==> config.mk <==
export PLATFORM = sky130hd
export DESIGN_NAME = stack_machine_alu_ops_core
export DESIGN_NICKNAME = d
export VERILOG_FILES = /design/src/smao_pkg.sv /design/src/stack_machine_alu_ops_core.sv
export SDC_FILE = /design/constraint.sdc
export NUM_CORES = 2
export LEC_CHECK = 0
export ABC_AREA = 1
export BUFFER_PORTS_ARGS = -buffer_cell sky130_fd_sc_hd__buf_2
export CAP_MARGIN = 20
export CORE_ASPECT_RATIO = 1.2
export CORE_MARGIN = 5
export CORE_UTILIZATION = 50
export CTS_CLUSTER_SIZE = 40
export DETAILED_ROUTE_END_ITERATION = 10
export PLACE_DENSITY = 0.79
export SLEW_MARGIN = 20
export SYNTH_ARGS = -nofsm -noshare
export SYNTH_HDL_FRONTEND = slang
export SYNTH_SLANG_ARGS = --single-unit
==> constraint.sdc <==
create_clock -name i_clk -period 5.59 [get_ports i_clk]
set_clock_uncertainty 0.05 [all_clocks]
set_input_delay 0.2795 -clock i_clk [delete_from_list [all_inputs] [get_ports i_clk]]
set_output_delay 0.2795 -clock i_clk [all_outputs]
set_load 0.05 [all_outputs]
==> src/smao_pkg.sv <==
// Package for the stack machine core: action and status codes, fixed field
// widths and the sequencer state type. No dependencies.
`default_nettype none

package smao_pkg;

    localparam int OPERAND_W = 32;
    localparam int ACTION_W  = 3;
    localparam int STATUS_W  = 3;
    localparam int CHAR_W    = 7;
    localparam int CHAR_MAX  = 127;

    typedef logic [ACTION_W-1:0] t_action;
    typedef logic [STATUS_W-1:0] t_status;

    localparam t_action ACT_PUSH  = 3'd0;
    localparam t_action ACT_POP   = 3'd1;
    localparam t_action ACT_DIV   = 3'd2;
    localparam t_action ACT_MOD   = 3'd3;
    localparam t_action ACT_PCHAR = 3'd4;
    localparam t_action ACT_ROTL  = 3'd5;

    localparam t_status STS_OK      = 3'd0;
    localparam t_status STS_SHORT   = 3'd1;
    localparam t_status STS_DIVZERO = 3'd2;
    localparam t_status STS_RANGE   = 3'd3;
    localparam t_status STS_FULL    = 3'd4;

    typedef enum logic [3:0] {
        ST_IDLE,
        ST_RD_TOP,
        ST_RD_SEC,
        ST_LOAD,
        ST_DIV,
        ST_WRITE,
        ST_ROT,
        ST_FIN,
        ST_OUT
    } t_state;

endpackage

`default_nettype wire

==> src/stack_machine_alu_ops_core.sv <==
// Stack machine core: a ring-buffer stack in a single-port-read memory with
// a serial restoring divider under a small sequencer. Depends on smao_pkg.
`default_nettype none

//  Channel   Signals                                          Direction  Handshake
//  command   start, i_action, i_operand                       in         start & !busy
//  result    o_done, o_status, o_char_out, o_char_valid,      out        o_done strobe
//            o_top_value, o_depth
//
// Push, pop, pchar, no-op and a refused div or mod on a short stack pass through FIN
// and OUT to the result strobe; rotl on two or more entries first reads the top in
// RD_TOP and writes it below the bottom in ROT. Div and mod read both operands, load
// the divider, which retires one quotient bit per cycle, and write the result; a zero
// divisor ends them at LOAD. busy goes high once the transfer is registered and stays
// high through the cycle of o_done. Reset empties the stack; memory contents are not
// cleared. The receiver cannot stall: every result is shown for exactly one cycle.
module stack_machine_alu_ops_core #(
    parameter int STACK_DEPTH = 64,
    parameter int VALUE_WIDTH = 32
) (
    input  wire logic                                 i_clk,
    input  wire logic                                 i_rst_n,
    input  wire logic                                 start,
    output logic                                      busy,
    input  wire logic [smao_pkg::ACTION_W-1:0]        i_action,
    input  wire logic signed [smao_pkg::OPERAND_W-1:0] i_operand,
    output logic                                      o_done,
    output logic [smao_pkg::STATUS_W-1:0]             o_status,
    output logic [smao_pkg::CHAR_W-1:0]               o_char_out,
    output logic                                      o_char_valid,
    output logic signed [VALUE_WIDTH-1:0]             o_top_value,
    output logic [$clog2(STACK_DEPTH+1)-1:0]          o_depth
);

    localparam int VW      = VALUE_WIDTH;
    localparam int DEPTH_W = $clog2(STACK_DEPTH + 1);
    localparam int ADDR_W  = $clog2(STACK_DEPTH);
    localparam int CNT_W   = $clog2(VALUE_WIDTH);
    localparam int OPW     = smao_pkg::OPERAND_W;

    // Sequencer and stack control.
    smao_pkg::t_state  r_state, n_state;
    smao_pkg::t_action r_action, n_action;
    smao_pkg::t_status r_status, n_status;
    logic [DEPTH_W-1:0] r_count, n_count;
    logic [ADDR_W-1:0]  r_base, n_base;

    // Divider datapath.
    logic [VW-1:0]    r_quo, n_quo;
    logic [VW-1:0]    r_rem, n_rem;
    logic [VW-1:0]    r_dvs, n_dvs;
    logic             r_neg_q, n_neg_q;
    logic             r_neg_r, n_neg_r;
    logic [CNT_W-1:0] r_cnt, n_cnt;

    // Stack memory ports.
    logic [VW-1:0]     stack_mem [STACK_DEPTH];
    logic [VW-1:0]     r_rdata;
    logic              w_we, w_re;
    logic [ADDR_W-1:0] w_waddr, w_raddr;
    logic [VW-1:0]     w_wdata;

    // Combinational helpers.
    logic [VW:0]       w_shift;
    logic [VW+1:0]     w_trial;
    logic [VW-1:0]     w_res_mag;
    logic              w_res_neg;
    logic [ADDR_W-1:0] w_base_dec;
    logic              w_char_ok;

    // Ring position of the entry at offset off above the bottom.
    function automatic logic [ADDR_W-1:0] slot(input logic [ADDR_W-1:0] base,
                                               input logic [DEPTH_W-1:0] off);
        logic [DEPTH_W:0] s;
        s = (DEPTH_W+1)'(base) + (DEPTH_W+1)'(off);
        if (s >= (DEPTH_W+1)'(STACK_DEPTH)) begin
            s = s - (DEPTH_W+1)'(STACK_DEPTH);
        end
        return s[ADDR_W-1:0];
    endfunction

    function automatic logic [VW-1:0] sext(input logic [OPW-1:0] op);
        logic [VW+OPW-1:0] t;
        t = {{VW{op[OPW-1]}}, op};
        return t[VW-1:0];
    endfunction

    function automatic logic [VW-1:0] absval(input logic [VW-1:0] v);
        return v[VW-1] ? (~v + VW'(1)) : v;
    endfunction

    always_ff @(posedge i_clk) begin
        if (w_we) begin
            stack_mem[w_waddr] <= w_wdata;
        end
        if (w_re) begin
            r_rdata <= stack_mem[w_raddr];
        end
    end

    always_ff @(posedge i_clk) begin
        if (!i_rst_n) begin
            r_state <= smao_pkg::ST_IDLE;
            r_count <= '0;
            r_base  <= '0;
        end else begin
            r_state <= n_state;
            r_count <= n_count;
            r_base  <= n_base;
        end
    end

    always_ff @(posedge i_clk) begin
        r_action <= n_action;
        r_status <= n_status;
        r_quo    <= n_quo;
        r_rem    <= n_rem;
        r_dvs    <= n_dvs;
        r_neg_q  <= n_neg_q;
        r_neg_r  <= n_neg_r;
        r_cnt    <= n_cnt;
    end

    assign w_base_dec = (r_base == '0) ? ADDR_W'(STACK_DEPTH - 1) : r_base - ADDR_W'(1);

    // One restoring division step: shift in the next dividend bit, try the subtract.
    assign w_shift = {r_rem, r_quo[VW-1]};
    assign w_trial = {1'b0, w_shift} - {2'b00, r_dvs};

    assign w_res_mag = (r_action == smao_pkg::ACT_DIV) ? r_quo : r_rem;
    assign w_res_neg = (r_action == smao_pkg::ACT_DIV) ? r_neg_q : r_neg_r;

    always_comb begin
        n_state  = r_state;
        n_action = r_action;
        n_status = r_status;
        n_count  = r_count;
        n_base   = r_base;
        n_quo    = r_quo;
        n_rem    = r_rem;
        n_dvs    = r_dvs;
        n_neg_q  = r_neg_q;
        n_neg_r  = r_neg_r;
        n_cnt    = r_cnt;
        w_we     = 1'b0;
        w_re     = 1'b0;
        w_waddr  = '0;
        w_raddr  = '0;
        w_wdata  = '0;

        unique case (r_state)
            smao_pkg::ST_IDLE: begin
                if (start) begin
                    n_action = i_action;
                    n_status = smao_pkg::STS_OK;
                    n_state  = smao_pkg::ST_FIN;
                    unique case (i_action)
                        smao_pkg::ACT_PUSH: begin
                            if (r_count >= DEPTH_W'(STACK_DEPTH)) begin
                                n_status = smao_pkg::STS_FULL;
                            end else begin
                                w_we    = 1'b1;
                                w_waddr = slot(r_base, r_count);
                                w_wdata = sext(i_operand);
                                n_count = r_count + DEPTH_W'(1);
                            end
                        end
                        smao_pkg::ACT_POP: begin
                            if (r_count == '0) begin
                                n_status = smao_pkg::STS_SHORT;
                            end else begin
                                n_count = r_count - DEPTH_W'(1);
                            end
                        end
                        smao_pkg::ACT_DIV, smao_pkg::ACT_MOD: begin
                            if (r_count < DEPTH_W'(2)) begin
                                n_status = smao_pkg::STS_SHORT;
                            end else begin
                                n_state = smao_pkg::ST_RD_TOP;
                            end
                        end
                        smao_pkg::ACT_PCHAR: begin
                            if (r_count == '0) begin
                                n_status = smao_pkg::STS_SHORT;
                            end
                        end
                        smao_pkg::ACT_ROTL: begin
                            if (r_count >= DEPTH_W'(2)) begin
                                n_state = smao_pkg::ST_RD_TOP;
                            end
                        end
                        default: begin
                        end
                    endcase
                end
            end
            smao_pkg::ST_RD_TOP: begin
                w_re    = 1'b1;
                w_raddr = slot(r_base, r_count - DEPTH_W'(1));
                n_state = (r_action == smao_pkg::ACT_ROTL) ? smao_pkg::ST_ROT
                                                           : smao_pkg::ST_RD_SEC;
            end
            smao_pkg::ST_RD_SEC: begin
                n_dvs   = r_rdata;
                w_re    = 1'b1;
                w_raddr = slot(r_base, r_count - DEPTH_W'(2));
                n_state = smao_pkg::ST_LOAD;
            end
            smao_pkg::ST_LOAD: begin
                if (r_dvs == '0) begin
                    n_status = smao_pkg::STS_DIVZERO;
                    n_state  = smao_pkg::ST_FIN;
                end else begin
                    n_quo   = absval(r_rdata);
                    n_dvs   = absval(r_dvs);
                    n_rem   = '0;
                    n_neg_q = r_rdata[VW-1] ^ r_dvs[VW-1];
                    n_neg_r = r_rdata[VW-1];
                    n_cnt   = CNT_W'(VALUE_WIDTH - 1);
                    n_state = smao_pkg::ST_DIV;
                end
            end
            smao_pkg::ST_DIV: begin
                if (!w_trial[VW+1]) begin
                    n_rem = w_trial[VW-1:0];
                end else begin
                    n_rem = w_shift[VW-1:0];
                end
                n_quo = {r_quo[VW-2:0], ~w_trial[VW+1]};
                if (r_cnt == '0) begin
                    n_state = smao_pkg::ST_WRITE;
                end else begin
                    n_cnt = r_cnt - CNT_W'(1);
                end
            end
            smao_pkg::ST_WRITE: begin
                w_we    = 1'b1;
                w_waddr = slot(r_base, r_count - DEPTH_W'(2));
                w_wdata = w_res_neg ? (~w_res_mag + VW'(1)) : w_res_mag;
                n_count = r_count - DEPTH_W'(1);
                n_state = smao_pkg::ST_FIN;
            end
            smao_pkg::ST_ROT: begin
                w_we    = 1'b1;
                w_waddr = w_base_dec;
                w_wdata = r_rdata;
                n_base  = w_base_dec;
                n_state = smao_pkg::ST_FIN;
            end
            smao_pkg::ST_FIN: begin
                // Fetch the new top so the result can report it.
                if (r_count != '0) begin
                    w_re    = 1'b1;
                    w_raddr = slot(r_base, r_count - DEPTH_W'(1));
                end
                n_state = smao_pkg::ST_OUT;
            end
            smao_pkg::ST_OUT: begin
                n_state = smao_pkg::ST_IDLE;
            end
            default: begin
                n_state = smao_pkg::ST_IDLE;
            end
        endcase
    end

    // An unsigned compare against 127 also rejects negative values.
    assign w_char_ok = (r_action == smao_pkg::ACT_PCHAR) && (r_status == smao_pkg::STS_OK)
                       && (r_rdata <= VW'(smao_pkg::CHAR_MAX));

    assign busy         = (r_state != smao_pkg::ST_IDLE);
    assign o_done       = (r_state == smao_pkg::ST_OUT);
    assign o_status     = ((r_action == smao_pkg::ACT_PCHAR) && (r_status == smao_pkg::STS_OK)
                           && !w_char_ok) ? smao_pkg::STS_RANGE : r_status;
    assign o_char_valid = w_char_ok;
    assign o_char_out   = w_char_ok ? r_rdata[smao_pkg::CHAR_W-1:0] : '0;
    assign o_top_value  = (r_count == '0) ? '0 : r_rdata;
    assign o_depth      = r_count;

endmodule

`default_nettype wire
==> metrics.md <==
| Metric | Value |
|---|---|
| Post-CTS Setup Inserts | 0 |
| Result of the run | completed |
| Proportion of synthesized chip area in sequential cells | 0.694 |
| CTS buffer count | 202 |
| Critical Path RT | slightly above 6 ns |
| Final Slew Violations | 0 |
| Insertion delay of the later-clocked pin in the worst-skew pair | 0.87 ns |
| Total power divided by cell area | 598 nW/um2 |
| Critical Path Sink Type | flip-flop |
| Die span in x | a little over 400 um |
| Design Power | 63.5 mW |
| CP max stage delay | about 0.83 ns |
| Crit path cell chain | inv_1 -> ha_1 -> inv_1 -> nand2_8 -> nand3_4 -> buf_12 -> nand2_1 -> nand3_1 -> nand3_1 -> nand3_1 -> nand3_1 -> nand2_1 -> nand2_1 -> nand2_1 |
| Last weighted congestion value of the routability-driven placer | 1.01 |
| Final setup TNS | 0 ns |
| Layout cell share with drive strength beyond 1 | 0.0872 |
| Count of final setup violators | 0 |
| WS Path Type | reg2reg |
| Cell at the slowest stage of the critical path | nand3_4 |
| Final cell count without fillers | approximately 11000 |
| Worst-margin pin slew | ~1.2 ns |
| Number of design rule violations left after detail routing | 0 |
| Slew HR | 0.198 |
| Area of the die | 199000 um2 |
| Number of placement rows | 175 |
| Peak VDD IR | 0.000526 V |
| Detailed placer's ending HPWL | 175000 um |
| Library cell used as clock root buffer | clkbuf_16 |
| Overflow after GRT | 0 |
| Hold violation total from the final report | 0 |
| Number of distinct library cell variants in the gate-level netlist after synthesis | a little under 50 |
| Initial antenna violation count | 7 |
| Maximum clock insertion buffer count | 3 |
| Proportion of synthesized flip-flops having asynchronous set or reset | 0 |
| Antenna Nets Post-Route | 0 |
| Most common cell after layout, fill and taps aside | nand2_1 |
| Leakage component of the power | roughly 38 nW |
| Die height | 488 um |
| Layout Utilization | 0.560 |
| DR WL/cell | 26.4 um |
| Clock tree sinks | 2206 |
| Post-synth EDFFs | 2189 |
| Clock-pin slew reported for the worst setup and hold paths after clock tree synthesis | 0.06 ns |
| Number of placed cells counting well taps | between 10000 and 15000 |
| Most frequent cells in the layout | 2364 x nand2_1, 2189 x edfxtp_1, 2020 x nand3_1, 248 x nand4_1, 235 x inv_1 |
| Number of I/O pins | 90 |
| Number of DRC violations after detailed-routing iteration 0 | 11657 |
| Initial Utilization | 0.502 |
| Via count of the first global-routing pass | 67937 |
| Floorplan core area | 190000 um2 |
| Pin count of the biggest net entering global routing | 217 |
| Worst Path Max Fanout | 78 |
| Combined area of all synthesized cells | ~95000 um2 |
| Final cycle utilization of the critical path | 0.895 |
| GRT Resource Usage Total | 0.287 |
| Total of max-cap violations | 0 |
| TritonCTS clock tree | yes |
| Count of port buffers added during placement | ~90 |
| Yosys reg bits | 2206 |
| Post-synthesis cell count | 8528 |
| Unrepaired setup endpoints after global routing | no |
| Mean number of vias per cell | 6.34 |
| Nets | approximately 8600 |
| Hold/Removal Path Class | in2reg |
| Layout fillers | 14749 |
| Nature of the critical path startpoint | flip-flop |
| Max Fclk | about 0.20 GHz |
| Dominant register cell in the synthesized netlist | edfxtp_1 |
| Total nets after synthesis | 8627 |
| Min Tclk post-route | 5.00 ns |
| Area of the multi-input gates | between 20000 and 30000 um2 |
| YS warnings | 0 |
| Number of detailed-route iterations in the first pass | 9 |
| Vias after detailed routing | 70775 |
| Area Overhead vs Synth | 11.5% |
| Sequential cell area | 66100 um2 |
| Worst endpoint data arrival time | 5.57 ns |
| Mean post-synth cell area | about 11 um2 |
| Drt total wl | 295000 um |
| Wire length of the first global-routing pass | 430000 um |
| CTS H-tree lvls | 4 |
-- cells in the mapped netlist (31+ instances only) --
| library cell | n | area share |
|---|---|---|
| ha_1 | 57 | 0.0075 |
| edfxtp_1 | 2189 | 0.69 |
| a21oi_1 | 102 | 0.0054 |
| buf_1 | 33 | 0.0013 |
| inv_1 | 236 | 0.0093 |
| nand4_1 | 248 | 0.016 |
| nor2_1 | 276 | 0.011 |
| xor2_1 | 51 | 0.0047 |
| o21ai_0 | 172 | 0.0090 |
| nand2_1 | 2383 | 0.094 |
| nand3_1 | 2022 | 0.11 |
| clkbuf_1 | 166 | 0.0065 |
| nor3_1 | 31 | 0.0016 |
| buf_2 | 321 | 0.017 |
-- area by class of cell --
cell class                      instances  share of cell area
Sequential cell                      2206               0.622
Antenna cell                            5            0.000118
Tap cell                             2478              0.0292
Timing Repair Buffer                  328              0.0291
Clock buffer                          250              0.0501
Clock inverter                        120              0.0105
Inverter                              254             0.00916
Multi-Input combinational cell       5531               0.250
-- cell families (layout without fill, tap and decap cells) --
family,Yosys count,after routing,synth area share
and+or+nand+nor,5014,5014,0.233
adders and majority gates,61,61,0.00833
muxes,1,1,0.000118
xor gates and xnor gates,71,71,0.00653
buffers and inverters,791,952,0.0363
other,0,5,0
AOI/OAI and AO/OA,384,384,0.0224
DFF,2206,2206,0.694
-- metal layers --
layer | vias up | track usage | wire (um) | share of wire
met5 | - | 0 | 0 | 0
met1 | 33912 | 0.355 | 98000 | 0.33
li1 | 30397 | - | - | -
met4 | 0 | 0.198 | 23300 | 0.079
met2 | 5503 | 0.448 | 135000 | 0.46
met3 | 963 | 0.0685 | 38600 | 0.13
-- worst paths after layout --
path                 start                 to  slack, ns  cells after the start
max             o_depth[0]        r_rdata[17]       0.59                     14
min          i_operand[27]  stack_mem[54][27]       0.13                      3
max reg2reg     o_depth[0]        r_rdata[17]       0.59                     14
min reg2reg      r_quo[17]          r_quo[18]       0.50                      2
-- registers in the layout, indices dropped and copies added, names as in the netlist --
| signal | count |
|---|---|
| r_dvs | 32 |
| r_neg_r | 1 |
| r_neg_q | 1 |
| r_quo | 32 |
| r_rem | 32 |
| r_cnt | 5 |
| r_state | 4 |
| stack_mem | 2048 |
| o_depth | 7 |
| r_rdata | 32 |
| r_base | 6 |
| r_status | 3 |
| r_action | 3 |
-- what timing repair did --
item / in CTS / in global routing
gates resized for setup: 0 / 0
hold endpoints to repair: 36 / 8
setup endpoints to repair: 0 / 0
hold buffers: 7 / 1
-- critical path, delay by kind of cell (launching register included) --
kind | cells | cell delay (ns)
DFF | 1 | 0.48
and+or+nand+nor | 10 | 2.69
adders and majority gates | 1 | 0.51
buffers and inverters | 3 | 0.88
-- stage by stage --
step           instance area [um2]  hold slack, ns  setup slack, ns
6_report                    106000           0.133            0.589
5_1_grt                     106000          0.0685            0.389
4_1_cts                     106000          0.0311            0.604
3_5_place_dp                 99600           0.444            0.657
3_3_place_gp                 99600           0.439            0.777
2_1_floorplan                95300           0.328            0.275
-- where the power goes --
| part | internal (mW) | switching [mW] | total (mW) |
|---|---|---|---|
| combinational | 7.08 | 21.8 | 28.8 |
| sequential | 20.3 | 0.694 | 21.0 |
| clock | 7.51 | 6.12 | 13.6 |
| total | 34.9 | 28.6 | 63.5 |
No activity file was read; power rests on OpenSTA's default activity.
